--- config.mk ---
export PLATFORM = sky130hd
export DESIGN_NAME = websocket_frame_deframer_unmasker
export DESIGN_NICKNAME = d
export VERILOG_FILES = /design/src/rtl/wsd_pkg.sv /design/src/rtl/wsd_front.sv /design/src/rtl/wsd_fifo.sv /design/src/rtl/wsd_back.sv /design/src/rtl/websocket_frame_deframer_unmasker.sv
export SDC_FILE = /design/constraint.sdc
export NUM_CORES = 1
export LEC_CHECK = 0
export BUFFER_PORTS_ARGS = -buffer_cell sky130_fd_sc_hd__buf_2
export CAP_MARGIN = 20
export CORE_MARGIN = 4
export CORE_UTILIZATION = 55
export CTS_CLUSTER_SIZE = 28
export DETAILED_ROUTE_END_ITERATION = 8
export GPL_ROUTABILITY_DRIVEN = 0
export PLACE_DENSITY = 0.73
export SYNTH_ARGS = -nofsm -noshare
export SYNTH_HDL_FRONTEND = slang
export SYNTH_SLANG_ARGS = --single-unit
--- constraint.sdc ---
create_clock -name clk -period 7.25 [get_ports clk]
set_clock_uncertainty 0.15 [all_clocks]
set_input_delay 1.0875 -clock clk [delete_from_list [all_inputs] [get_ports clk]]
set_output_delay 1.0875 -clock clk [all_outputs]
set_load 0.01 [all_outputs]
--- src/rtl/wsd_pkg.sv ---
// ----------------------------------------------------------------------------
// wsd_pkg
// Shared types and constants for the websocket deframer and unmasker.
// ----------------------------------------------------------------------------
`timescale 1ns / 1ps
`default_nettype none

package wsd_pkg;

    // parser phases
    typedef enum logic [3:0] {
        PH_HDR0,
        PH_HDR1,
        PH_EXT_HI,
        PH_EXT_LO,
        PH_MASK0,
        PH_MASK1,
        PH_MASK2,
        PH_MASK3,
        PH_PAYLOAD
    } phase_t;

    // result status codes
    localparam logic [2:0] ST_DATA        = 3'd0;
    localparam logic [2:0] ST_NOT_FINAL   = 3'd1;
    localparam logic [2:0] ST_UNMASKED    = 3'd2;
    localparam logic [2:0] ST_LONG_LENGTH = 3'd3;
    localparam logic [2:0] ST_SHORT_HDR   = 3'd4;
    localparam logic [2:0] ST_SHORT_FRAME = 3'd5;
    localparam logic [2:0] ST_EMPTY_MSG   = 3'd6;

    // frame opcode and length escapes
    localparam logic [3:0] OP_BINARY = 4'h2;
    localparam logic [6:0] LEN_EXT16 = 7'd126;
    localparam logic [6:0] LEN_EXT64 = 7'd127;

    // header sizes including mask key
    localparam logic [16:0] HDR_SHORT = 17'd6;
    localparam logic [16:0] HDR_EXT16 = 17'd8;

    // queue between parser and output stage
    localparam int FIFO_DEPTH = 4;
    localparam int FIFO_AW    = $clog2(FIFO_DEPTH);

    // one request from the parser to the output stage
    typedef struct packed {
        logic [7:0] data;
        logic [7:0] key;
        logic       frame_end;
        logic [2:0] status;
    } res_req_t;

endpackage

`default_nettype wire

--- src/rtl/wsd_front.sv ---
// ----------------------------------------------------------------------------
// wsd_front
// Frame header parser: tracks the frame phase, checks headers and fit, and
// issues one request per delivered binary payload byte or error.
// ----------------------------------------------------------------------------
`timescale 1ns / 1ps
`default_nettype none

module wsd_front
    import wsd_pkg::*;
#(
    parameter int BUFFER_BYTES = 1024
)
(
    input  wire logic        clk,
    input  wire logic        rst_n,
    input  wire logic        in_valid,
    input  wire logic [7:0]  rx_byte,
    input  wire logic [10:0] bytes_left,
    output logic             req_valid,
    output res_req_t         req
);

    phase_t      phase_reg,    phase_next;
    logic [3:0]  opcode_reg,   opcode_next;
    logic [15:0] length_reg,   length_next;
    logic [15:0] position_reg, position_next;
    logic [31:0] mask_reg,     mask_next;
    logic [10:0] start_reg,    start_next;
    logic        drop_reg,     drop_next;
    logic        discard_reg,  discard_next;

    logic [10:0] bl;
    logic [16:0] fit_need;
    logic        pay_end;
    logic [1:0]  key_sel;

    // clamp buffer tag to the buffer size
    always_comb
    begin
        if (32'(bytes_left) > BUFFER_BYTES)
            bl = 11'(BUFFER_BYTES);
        else
            bl = bytes_left;
    end

    // state registers
    always_ff @(posedge clk or negedge rst_n)
    begin
        if (!rst_n)
        begin
            phase_reg    <= PH_HDR0;
            opcode_reg   <= '0;
            length_reg   <= '0;
            position_reg <= '0;
            mask_reg     <= '0;
            start_reg    <= '0;
            drop_reg     <= 1'b0;
            discard_reg  <= 1'b0;
        end
        else if (in_valid)
        begin
            phase_reg    <= phase_next;
            opcode_reg   <= opcode_next;
            length_reg   <= length_next;
            position_reg <= position_next;
            mask_reg     <= mask_next;
            start_reg    <= start_next;
            drop_reg     <= drop_next;
            discard_reg  <= discard_next;
        end
    end

    // next state and request
    always_comb
    begin
        phase_next    = phase_reg;
        opcode_next   = opcode_reg;
        length_next   = length_reg;
        position_next = position_reg;
        mask_next     = mask_reg;
        start_next    = start_reg;
        drop_next     = drop_reg;
        discard_next  = discard_reg;
        req_valid     = 1'b0;
        req           = '0;
        fit_need      = '0;
        pay_end       = (17'(position_reg) + 17'd1) == 17'(length_reg);
        key_sel       = position_reg[1:0];

        if (!discard_reg)
        begin
            unique case (phase_reg) inside
                PH_HDR0:
                begin
                    start_next = bl;
                    if (bl < 11'd6)
                    begin
                        req_valid    = 1'b1;
                        req.status   = ST_SHORT_HDR;
                        discard_next = 1'b1;
                    end
                    else if (!rx_byte[7])
                    begin
                        req_valid    = 1'b1;
                        req.status   = ST_NOT_FINAL;
                        discard_next = 1'b1;
                    end
                    else
                    begin
                        opcode_next = rx_byte[3:0];
                        phase_next  = PH_HDR1;
                    end
                end
                PH_HDR1:
                begin
                    if (!rx_byte[7])
                    begin
                        req_valid    = 1'b1;
                        req.status   = ST_UNMASKED;
                        discard_next = 1'b1;
                        phase_next   = PH_HDR0;
                    end
                    else if (rx_byte[6:0] == LEN_EXT64)
                    begin
                        req_valid    = 1'b1;
                        req.status   = ST_LONG_LENGTH;
                        discard_next = 1'b1;
                        phase_next   = PH_HDR0;
                    end
                    else if (rx_byte[6:0] == LEN_EXT16)
                    begin
                        if (start_reg < 11'd8)
                        begin
                            req_valid    = 1'b1;
                            req.status   = ST_SHORT_HDR;
                            discard_next = 1'b1;
                            phase_next   = PH_HDR0;
                        end
                        else
                            phase_next = PH_EXT_HI;
                    end
                    else
                    begin
                        length_next = {9'd0, rx_byte[6:0]};
                        fit_need    = HDR_SHORT + {10'd0, rx_byte[6:0]};
                        if (17'(start_reg) < fit_need)
                        begin
                            req_valid    = 1'b1;
                            req.status   = ST_SHORT_FRAME;
                            discard_next = 1'b1;
                            phase_next   = PH_HDR0;
                        end
                        else
                        begin
                            drop_next     = (opcode_reg != OP_BINARY);
                            position_next = '0;
                            phase_next    = PH_MASK0;
                        end
                    end
                end
                PH_EXT_HI:
                begin
                    length_next = {rx_byte, 8'd0};
                    phase_next  = PH_EXT_LO;
                end
                PH_EXT_LO:
                begin
                    length_next = {length_reg[15:8], rx_byte};
                    fit_need    = HDR_EXT16 + {1'b0, length_reg[15:8], rx_byte};
                    if (17'(start_reg) < fit_need)
                    begin
                        req_valid    = 1'b1;
                        req.status   = ST_SHORT_FRAME;
                        discard_next = 1'b1;
                        phase_next   = PH_HDR0;
                    end
                    else
                    begin
                        drop_next     = (opcode_reg != OP_BINARY);
                        position_next = '0;
                        phase_next    = PH_MASK0;
                    end
                end
                PH_MASK0, PH_MASK1, PH_MASK2:
                begin
                    mask_next  = {mask_reg[23:0], rx_byte};
                    phase_next = phase_t'(phase_reg + 4'd1);
                end
                PH_MASK3:
                begin
                    mask_next = {mask_reg[23:0], rx_byte};
                    if (length_reg == 16'd0)
                    begin
                        phase_next = PH_HDR0;
                        if (!drop_reg)
                        begin
                            req_valid    = 1'b1;
                            req.status   = ST_EMPTY_MSG;
                            discard_next = 1'b1;
                        end
                    end
                    else
                        phase_next = PH_PAYLOAD;
                end
                PH_PAYLOAD:
                begin
                    if (!drop_reg)
                    begin
                        req_valid     = 1'b1;
                        req.data      = rx_byte;
                        req.frame_end = pay_end;
                        req.status    = ST_DATA;
                        case (key_sel)
                            2'd0:    req.key = mask_reg[31:24];
                            2'd1:    req.key = mask_reg[23:16];
                            2'd2:    req.key = mask_reg[15:8];
                            default: req.key = mask_reg[7:0];
                        endcase
                    end
                    position_next = position_reg + 16'd1;
                    if (pay_end)
                        phase_next = PH_HDR0;
                end
                default:
                    phase_next = PH_HDR0;
            endcase
        end

        // end of receive buffer
        if (bl <= 11'd1)
        begin
            phase_next   = PH_HDR0;
            discard_next = 1'b0;
        end
    end

endmodule

`default_nettype wire

--- src/rtl/wsd_fifo.sv ---
// ----------------------------------------------------------------------------
// wsd_fifo
// Short request queue between the parser and the output stage.
// ----------------------------------------------------------------------------
`timescale 1ns / 1ps
`default_nettype none

module wsd_fifo
    import wsd_pkg::*;
(
    input  wire logic     clk,
    input  wire logic     rst_n,
    input  wire logic     wr_en,
    input  wire res_req_t wr_req,
    input  wire logic     rd_en,
    output res_req_t      rd_req,
    output logic          full,
    output logic          nonempty
);

    res_req_t             slot_reg [FIFO_DEPTH];
    logic [FIFO_AW-1:0]   wr_ptr_reg, rd_ptr_reg;
    logic [FIFO_AW:0]     count_reg, count_next;

    assign full     = (count_reg == (FIFO_AW+1)'(FIFO_DEPTH));
    assign nonempty = (count_reg != '0);
    assign rd_req   = slot_reg[rd_ptr_reg];

    // occupancy
    always_comb
    begin
        count_next = count_reg;
        if (wr_en && !rd_en)
            count_next = count_reg + 1'b1;
        else if (!wr_en && rd_en)
            count_next = count_reg - 1'b1;
    end

    // pointers and count
    always_ff @(posedge clk or negedge rst_n)
    begin
        if (!rst_n)
        begin
            wr_ptr_reg <= '0;
            rd_ptr_reg <= '0;
            count_reg  <= '0;
        end
        else
        begin
            if (wr_en)
                wr_ptr_reg <= wr_ptr_reg + 1'b1;
            if (rd_en)
                rd_ptr_reg <= rd_ptr_reg + 1'b1;
            count_reg <= count_next;
        end
    end

    // storage
    always_ff @(posedge clk)
    begin
        if (wr_en)
            slot_reg[wr_ptr_reg] <= wr_req;
    end

endmodule

`default_nettype wire

--- src/rtl/wsd_back.sv ---
// ----------------------------------------------------------------------------
// wsd_back
// Output stage: unmasks queued requests into a result register.
// ----------------------------------------------------------------------------
`timescale 1ns / 1ps
`default_nettype none

module wsd_back
    import wsd_pkg::*;
(
    input  wire logic     clk,
    input  wire logic     rst_n,
    input  wire logic     req_avail,
    input  wire res_req_t req,
    output logic          req_take,
    input  wire logic     pop,
    output logic          empty,
    output logic [7:0]    payload_byte,
    output logic          frame_end,
    output logic [2:0]    status
);

    logic       valid_reg;
    logic [7:0] byte_reg;
    logic       end_reg;
    logic [2:0] status_reg;

    // refill when the result slot is free or being taken
    assign req_take = req_avail && (!valid_reg || pop);

    always_ff @(posedge clk or negedge rst_n)
    begin
        if (!rst_n)
            valid_reg <= 1'b0;
        else if (req_take)
            valid_reg <= 1'b1;
        else if (pop)
            valid_reg <= 1'b0;
    end

    // unmask into the result register
    always_ff @(posedge clk)
    begin
        if (req_take)
        begin
            byte_reg   <= req.data ^ req.key;
            end_reg    <= req.frame_end;
            status_reg <= req.status;
        end
    end

    assign empty        = !valid_reg;
    assign payload_byte = byte_reg;
    assign frame_end    = end_reg;
    assign status       = status_reg;

endmodule

`default_nettype wire

--- src/rtl/websocket_frame_deframer_unmasker.sv ---
// ----------------------------------------------------------------------------
// websocket_frame_deframer_unmasker
// Parses client websocket frames byte by byte and delivers unmasked binary
// payload bytes or one error status per receive buffer.
// ----------------------------------------------------------------------------
// Usage:
//   Input side is a queue write port: drive rx_byte and bytes_left with push;
//   a byte is taken on a clock edge where push is high and full is low.
//   Result side is a queue read port: while empty is low the oldest result is
//   on payload_byte, frame_end and status; pop high takes it.
//   Throughput: one byte per cycle while full is low, set by the header parser.
//   The parser writes a result request into the queue as its byte is taken,
//   and the output stage then registers the unmasked byte for the reader.
//   Header, length and mask bytes produce no result unless they raise an error.
//   When the reader stalls, the 4-entry request queue and the result register
//   absorb results; full rises once the queue is full, and bytes are never
//   lost.
//   Reset (rst_n low, asynchronous) returns the parser to the first header
//   byte and empties the queue and result register.
// ----------------------------------------------------------------------------
`timescale 1ns / 1ps
`default_nettype none

module websocket_frame_deframer_unmasker
    import wsd_pkg::*;
#(
    parameter int BUFFER_BYTES = 1024
)
(
    input  wire logic        clk,
    input  wire logic        rst_n,
    input  wire logic        push,
    output logic             full,
    input  wire logic [7:0]  rx_byte,
    input  wire logic [10:0] bytes_left,
    input  wire logic        pop,
    output logic             empty,
    output logic [7:0]       payload_byte,
    output logic             frame_end,
    output logic [2:0]       status
);

    logic     in_valid;
    logic     req_valid;
    res_req_t req;
    res_req_t q_req;
    logic     q_nonempty;
    logic     q_take;

    assign in_valid = push && !full;

    // header parser
    wsd_front #(
        .BUFFER_BYTES (BUFFER_BYTES)
    ) u_front (
        .clk        (clk),
        .rst_n      (rst_n),
        .in_valid   (in_valid),
        .rx_byte    (rx_byte),
        .bytes_left (bytes_left),
        .req_valid  (req_valid),
        .req        (req)
    );

    // request queue
    wsd_fifo u_fifo (
        .clk      (clk),
        .rst_n    (rst_n),
        .wr_en    (in_valid && req_valid),
        .wr_req   (req),
        .rd_en    (q_take),
        .rd_req   (q_req),
        .full     (full),
        .nonempty (q_nonempty)
    );

    // unmask and output register
    wsd_back u_back (
        .clk          (clk),
        .rst_n        (rst_n),
        .req_avail    (q_nonempty),
        .req          (q_req),
        .req_take     (q_take),
        .pop          (pop),
        .empty        (empty),
        .payload_byte (payload_byte),
        .frame_end    (frame_end),
        .status       (status)
    );

endmodule

`default_nettype wire

# Word-level counts from Yosys, hierarchy flattened
# Memories as Yosys holds them, arrays and structs flattened.
# Cells that the tools add are included.
totals:
  inputBits: 23
  ram_bits: 80
  n_memories: 1
  register_bits: 105
memory_table:
  columns: ["name", "depth", "width", "read_ports", "rd_ports_with_merged_regs", "write_ports", "line_no", "text"]
  rows:
  - ["u_fifo.slot_reg", 4, 20, 1, 0, 1, "wsd_fifo.sv:21", "res_req_t slot_reg [FIFO_DEPTH];"]
classes:
  mux: 66
  bitwise_logic: 4
  magnitude_cmp: 6
  reduce_logical: 30
  add_sub_neg: 9
  n_eq_ne: 24
op_table:
  columns: ["operator", "count"]
  rows:
  - ["16-bit 2-to-1 mux", 8]
  - ["16-bit case mux with 3 select lines", 2]
  - ["20-bit 2-to-1 mux", 2]
  - ["3-bit 2-to-1 mux", 13]
  - ["4-bit 2-to-1 mux", 9]
  - ["11-bit by 17-bit less-than comparator with 1-bit output", 2]
  - ["4-bit case mux with 7 select lines", 1]
  - ["8-bit case mux with 3 select lines", 1]
  - ["1-bit 2-to-1 mux", 23]
  - ["16-bit by 1-bit adder with 17-bit output, second input constant", 1]
  - ["4-bit by 16-bit adder with 17-bit output, first input constant", 1]
  - ["17-bit by 16-bit == test with 1-bit output", 1]
  - ["17-bit 2-to-1 mux", 1]
  - ["16-bit by 1-bit adder with 16-bit output, second input constant", 1]
  - ["4-bit by 3-bit == test with 1-bit output, second input constant", 4]
  - ["16-bit logical NOT", 1]
  - ["8-bit AND reduction", 2]
  - ["3-bit case mux with 5 select lines", 1]
  - ["7-bit == test, second input constant", 2]
  - ["2-bit inequality test, second input constant", 6]
  - ["11-bit greater-than comparator, second input constant", 1]
  - ["11-bit by 1-bit less-or-equal comparator with 1-bit output, second input constant", 1]
  - ["11-bit by 3-bit less-than comparator with 1-bit output, second input constant", 1]
  - ["11-bit by 4-bit less-than comparator with 1-bit output, second input constant", 1]
  - ["34 further kinds", 53]

# Depth between registers and ports, before layout
depth:
  ltp_word: 13
  depth_mapped: 17
  depth_no_buf: 17

# Modules after synthesis
# From an unflattened synthesis, not the netlist that was laid out.
unflattened:
  cells_unflattened: 795
  area_unflattened_um2: 9460.3
modules_own_cells:
  columns: ["module", "area_per_inst_um2", "n_inst", "seq_area_each_um2", "cells_per_inst"]
  rows:
  - ["wsd_front", 5683.0, 1, 2127.0, 630]
  - ["wsd_fifo", 3284.4, 1, 2577.5, 138]
  - ["wsd_back", 478.0, 1, 385.4, 25]
  - ["websocket_frame_deframer_unmasker", 15.0, 1, 0.0, 2]

# Worst setup path after synthesis
# Ideal clock, no wire load.
synth_path:
  kind: "input to register"
  from: "in rx_byte[5]"
  to: "reg u_fifo.count_reg[2]"
  path_slack_ns: 2.540
  setup_time_ns: 0.079
  cell_stages: 17
  arrival_ns: 4.481
  required_time_ns: 7.021
  cell_sequence: "clkbuf_1 > and4_1 > nand2_1 > xor2_1 > ha_1 > nand2_1 > a2bb2oi_1 > a21oi_1 > a2111oi_0 > nor3_1 > a31oi_1 > ha_1 > inv_1 > fa_1 > xor2_1 > nor2_1 > xor2_1"
synth_via:
  elab_chain_len: 12
  elab_cells_between_ends: 19
  cone_classes: "add/sub (2); order compare (2); eq/ne (2); mux (8); reduce/logical (5)"
synth_rtl:
  columns: ["item", "line_no", "text"]
  rows:
  - ["start: declaration", "websocket_frame_deframer_unmasker.sv:34", "input wire logic [7:0] rx_byte,"]
  - ["3-bit by 7-bit adder with 8-bit output", "wsd_front.sv:146", "fit_need = HDR_SHORT + {10'd0, rx_byte[6:0]};"]
  - ["11-bit by 17-bit less-than comparator with 1-bit output", "wsd_front.sv:147", "if (17'(start_reg) < fit_need)"]
  - ["1-bit 2-to-1 mux", "wsd_front.sv:147", null]
  - ["1-bit 2-to-1 mux", "wsd_front.sv:131", "else if (rx_byte[6:0] == LEN_EXT16)"]
  - ["1-bit 2-to-1 mux", "wsd_front.sv:124", "else if (rx_byte[6:0] == LEN_EXT64)"]
  - ["1-bit 2-to-1 mux", "wsd_front.sv:117", "if (!rx_byte[7])"]
  - ["1-bit case mux with 5 select lines *", "wsd_front.sv:93", "unique case (phase_reg) inside"]
  - ["1-bit 2-to-1 mux *", "wsd_front.sv:91", "if (!discard_reg)"]
  - ["1-bit logical AND *", "websocket_frame_deframer_unmasker.sv:69", ".wr_en (in_valid && req_valid),"]
  - ["named net u_fifo.wr_en", "wsd_fifo.sv:13", "input wire logic wr_en,"]
  - ["1-bit logical NOT", "wsd_fifo.sv:35", "else if (!wr_en && rd_en)"]
  - ["1-bit logical AND", "wsd_fifo.sv:35", null]
  - ["2-bit nonzero test (no line)", null, null]
  - ["end signal: assignment", "wsd_fifo.sv:54", "count_reg <= count_next;"]
  - ["end: declaration", "wsd_fifo.sv:23", "logic [FIFO_AW:0] count_reg, count_next;"]
# Mark *: on every way through the listed nets, which the timed path passes. The rest lies on a longest branch.
# A chain may end at the register's enable or synchronous reset.

# Worst setup path in the final report
layout_path:
  from: "in rx_byte[4]"
  to: "reg u_fifo.count_reg[2]"
# The elaborated chain is that of the path after synthesis.

==> results.md <==
- The worst-path maximum fanout is 8.
- The clock share of power is 0.291.
- Each instance of the synthesized netlist takes up on average 11.9 sq um.
- The detailed-route wire length per cell is about 19 um.
- Across every metal layer, demand over resource in global routing totals 0.209.
- The remaining global-route overflow is 0.
- The switching part of the total is 0.324.
- The leakage power is 4.05 nW.
- The Yosys warning count is 0.
- In this run the tool buffered the top-level ports with 36 buffer cells.
- Clock-pin slew was measured on the worst setup and hold paths at around 70 ps.
- In this run the horizontal extent of the chip is 138 um.
- The top cell types in the final layout, fill and taps aside, are sky130_fd_sc_hd__dfrtp_1, sky130_fd_sc_hd__edfxtp_1, sky130_fd_sc_hd__nand2_1.
- Counting every instance in the synthesized netlist gives 785.
- The relative contribution of combinational cells to total power is 0.256.
- After legalization and detailed placement, the total HPWL measured 13900 um.
- The level count of the clock H-tree is 4.
- The count of nets left with antenna violations after detail routing is 0.
- The overall power after layout is 3.28 mW.
- Counting along the longest clock path gives a buffer depth of 2.
- The worst path setup slack after routing is 2320 ps.
- The register bit count reported by yosys is 185.
- The reg2reg setup slack is 2980 ps.
- Of the cells placed in the final design, the portion with a size suffix greater than 1 is 0.173.
- The tightest min-delay check is of the flip-flop to flip-flop type.
- TritonCTS built the clock tree.
- The number of hold violations in the final report is 0.
- The initial antenna violation count is 0.
- The final number of max-transition violations was 0.
- IR analysis of the VDD net gives a maximum drop of 190 uV.
- Final hold analysis gives a worst-case slack of 342 ps.
- The biggest area contributor in the post-synthesis netlist is sky130_fd_sc_hd__edfxtp_1.
- The tree is rooted in a sky130_fd_sc_hd__clkbuf_16.
- For this run, the top clock speed supported by timing is 203 MHz.
- The critical path is of the input pin to flip-flop type.
- TritonCTS created 17 clock buffers.
- Of the total power, registers draw 0.453.
- The overall die area is 19100 sq um.
- Entering global routing, the biggest net connects 55 pins.
- The number of DRC markers in iteration 0 is roughly 320.
- STA classifies the critical path startpoint as an input pin.
- Setup violations remaining at the end of the flow were counted as 0.
- The arrival time reported for the critical path endpoint is 5130 ps.
- For this design, the sink count on the clock tree is around 190.
- Wires add up to 19600 um.
- Dividing the final minimum period by the clock period gives 0.680.
- 0 antenna diodes ended up in the layout.
- The startpoint identified for the worst register-to-register timing path is u_front.position_reg[0].
- Sorting the synthesized cells by area gives the leading types as sky130_fd_sc_hd__edfxtp_1, sky130_fd_sc_hd__dfrtp_1, sky130_fd_sc_hd__mux2_2.
- The total non-filler cell area in the finished layout is 10200 sq um.
- After floorplanning, the core was divided into 47 placement rows.
- Of the post-synthesis cell area, the dominant cell type holds 0.297.
- The finished layout holds 1036 standard cells, fillers aside.
- Max-cap violations in this run came to 0.
- Traced cell by cell, the critical path runs through buf_2, ha_1, and3_1, nand3_1, xor2_1, ha_1, o21ai_0, a21oi_1, a2111oi_0, nor3_1, a31oi_1, ha_1, inv_1, fa_1, xor2_1, nor2_1, xor2_1.
- In this run the post-CTS setup repair buffer count came out at 0.
- Before CTS, the worst setup slack after placement is 1980 ps.
- The starting density of the core is 0.561.
- The count of boundary I/O pins is 37.
- The pin slew with the least headroom to its limit is 1040 ps.
- After detailed routing, the number of remaining DRC violations is 0.
- The worst path in the final design needs a cycle of just under 5000 ps, including I/O delays and setup.
- The slowest stage cell on the critical path is sky130_fd_sc_hd__a31oi_1.
- The final core area utilization is 0.617.
- The worst slew margin relative to its limit is 0.308.
- The number of placed cells counting well taps is 1004.
- The post-synthesis async set-or-reset flop share is 0.503.
- Yosys mapped a number of flops with a built-in enable equal to between 90 and 100.
- For this run, the leading register cell type out of synthesis is sky130_fd_sc_hd__dfrtp_1.
- Summing all placed instances gives a cell area of 9620 sq um.
- For this run, the register share of the synthesized area comes to 0.547.
- Setup repair after global routing left no endpoint under its margin.
- Internal power comes to 2.22 mW.
- The commonest non-fill, non-tap cell in the layout is sky130_fd_sc_hd__dfrtp_1.
- For this design the ratio of total power to cell area is about 320 nW/um^2.
- The first global-routing pass estimated 32100 um of wire.
- Setup total negative slack on the finished layout was measured at 0 ps.
- The synthesized netlist contains 70 unique library cells.
- Clock latency on the worst-skew pair, taken at its later pin, is 430 ps.
- The switching power summed over all nets is 1.06 mW.
- The post-cts resize count is 0.
- The synthesis-to-layout area growth is 9.99%.
- The post-synthesis net count is approximately 840.
- The run finished with clean final reports.
- The number of global-route vias before repair is 6246.
- The endpoint kind of the worst setup timing path is a flip-flop.
- The first-pass iteration count of the detailed router is 5.
- The mapped netlist covers roughly 9300 sq um.
- The startpoint identified for the worst hold timing path is u_fifo.count_reg[2].
- The number of hold buffers added after CTS was 0.
- The number of vias in the routed layout is roughly 6.2k.
- The first element of the critical path is rx_byte[4].
- The data required time of the critical path is 7450 ps.
- In the final design database the tool counted ~860 nets.
- The detailed-route vias per instance is 5.98.
- In this run the vertical extent of the chip is 138 um.
- The standard cell core area is 16600 sq um.
- The delay of the slowest critical-path stage is 640 ps.
- The register with the most flip-flops in the layout has 80 of them.
==> cells in the mapped netlist, types with 3 or more instances <==
cell and instances:
sky130_fd_sc_hd__a221oi_1 4, sky130_fd_sc_hd__a21o_1 6, sky130_fd_sc_hd__a211oi_1 4, sky130_fd_sc_hd__nor3_1 13, sky130_fd_sc_hd__nand2b_1 11, sky130_fd_sc_hd__inv_1 24, sky130_fd_sc_hd__or4_1 4, sky130_fd_sc_hd__a222oi_1 8
sky130_fd_sc_hd__o211ai_1 6, sky130_fd_sc_hd__o21a_1 6, sky130_fd_sc_hd__edfxtp_1 92, sky130_fd_sc_hd__nor4_1 10, sky130_fd_sc_hd__nor2_1 36, sky130_fd_sc_hd__mux2_2 37, sky130_fd_sc_hd__a22o_1 6, sky130_fd_sc_hd__nand2_1 72
sky130_fd_sc_hd__ha_1 32, sky130_fd_sc_hd__a211o_1 4, sky130_fd_sc_hd__buf_2 8, sky130_fd_sc_hd__and3_1 4, sky130_fd_sc_hd__or3_1 9, sky130_fd_sc_hd__or2_2 6, sky130_fd_sc_hd__o22ai_1 5, sky130_fd_sc_hd__nand3_1 19
sky130_fd_sc_hd__mux4_2 12, sky130_fd_sc_hd__a31oi_1 13, sky130_fd_sc_hd__dfrtp_1 93, sky130_fd_sc_hd__clkbuf_1 29, sky130_fd_sc_hd__nand4_1 10, sky130_fd_sc_hd__buf_4 3, sky130_fd_sc_hd__xor2_1 47, sky130_fd_sc_hd__xnor2_1 25
sky130_fd_sc_hd__a21oi_1 31, sky130_fd_sc_hd__o21ai_0 37, sky130_fd_sc_hd__and2_1 14, sky130_fd_sc_hd__nor2b_1 3
==> power groups by stage <==
| stage | combinational, mW | clock [mW] | sequential (mW) |
|---|---|---|---|
| 2_1_floorplan | 0.673 | 0 | 1.41 |
| 3_3_place_gp | 0.800 | 0 | 1.50 |
| 3_5_place_dp | 0.834 | 0 | 1.51 |
| 4_1_cts | 0.840 | 0.967 | 1.49 |
| 5_1_grt | 0.924 | 1.03 | 1.51 |
| 6_report | 0.840 | 0.956 | 1.49 |
==> layer usage <==
metal  vias up  wire, um  GRT usage
li1       2916         -          -
met1      3065      8220      0.274
met2       190     10200      0.360
met3        28       929     0.0383
met4         0       311     0.0603
met5         -         0          0
==> final cells by class <==
class / count / area, sq um
Fill cell: 1310 / 6350
Sequential cell: 185 / 5090
Multi-Input combinational cell: 534 / 3950
Clock buffer: 19 / 433
Tap cell: 220 / 275
Timing Repair Buffer: 41 / 220
Clock inverter: 13 / 176
Inverter: 24 / 90.1
==> critical path: cells and delay by family <==
| kind | cells | cell delay (ps) |
|---|---|---|
| xor gates and xnor gates | 3 | 490 |
| buffers and inverters | 2 | 300 |
| AOI/OAI and AO/OA | 4 | 1340 |
| adders and majority gates | 4 | 1310 |
| and+or+nand+nor | 4 | 610 |
==> final timing paths <==
path                                              end  depth (start not counted)
min in group asynchronous        u_front.phase_reg[1]                          1
worst max-delay path              u_fifo.count_reg[2]                         17
worst min-delay path              u_fifo.count_reg[2]                          1
worst max register to register  u_fifo.slot_reg[0][3]                          7
max in group asynchronous         u_front.mask_reg[4]                          2
worst min register to register    u_fifo.count_reg[2]                          1
==> logic make-up after synthesis <==
| family | Yosys count | synth area share |
|---|---|---|
| adder cells (fa/ha/maj) | 33 | 0.0452 |
| AND/OR/NAND/NOR | 232 | 0.131 |
| flip-flops | 185 | 0.547 |
| buffers and inverters | 66 | 0.0289 |
| AO/OA/AOI/OAI | 146 | 0.103 |
| multiplexers | 50 | 0.0749 |
| XOR/XNOR | 73 | 0.0702 |
Power figures use the tool's default switching activity.
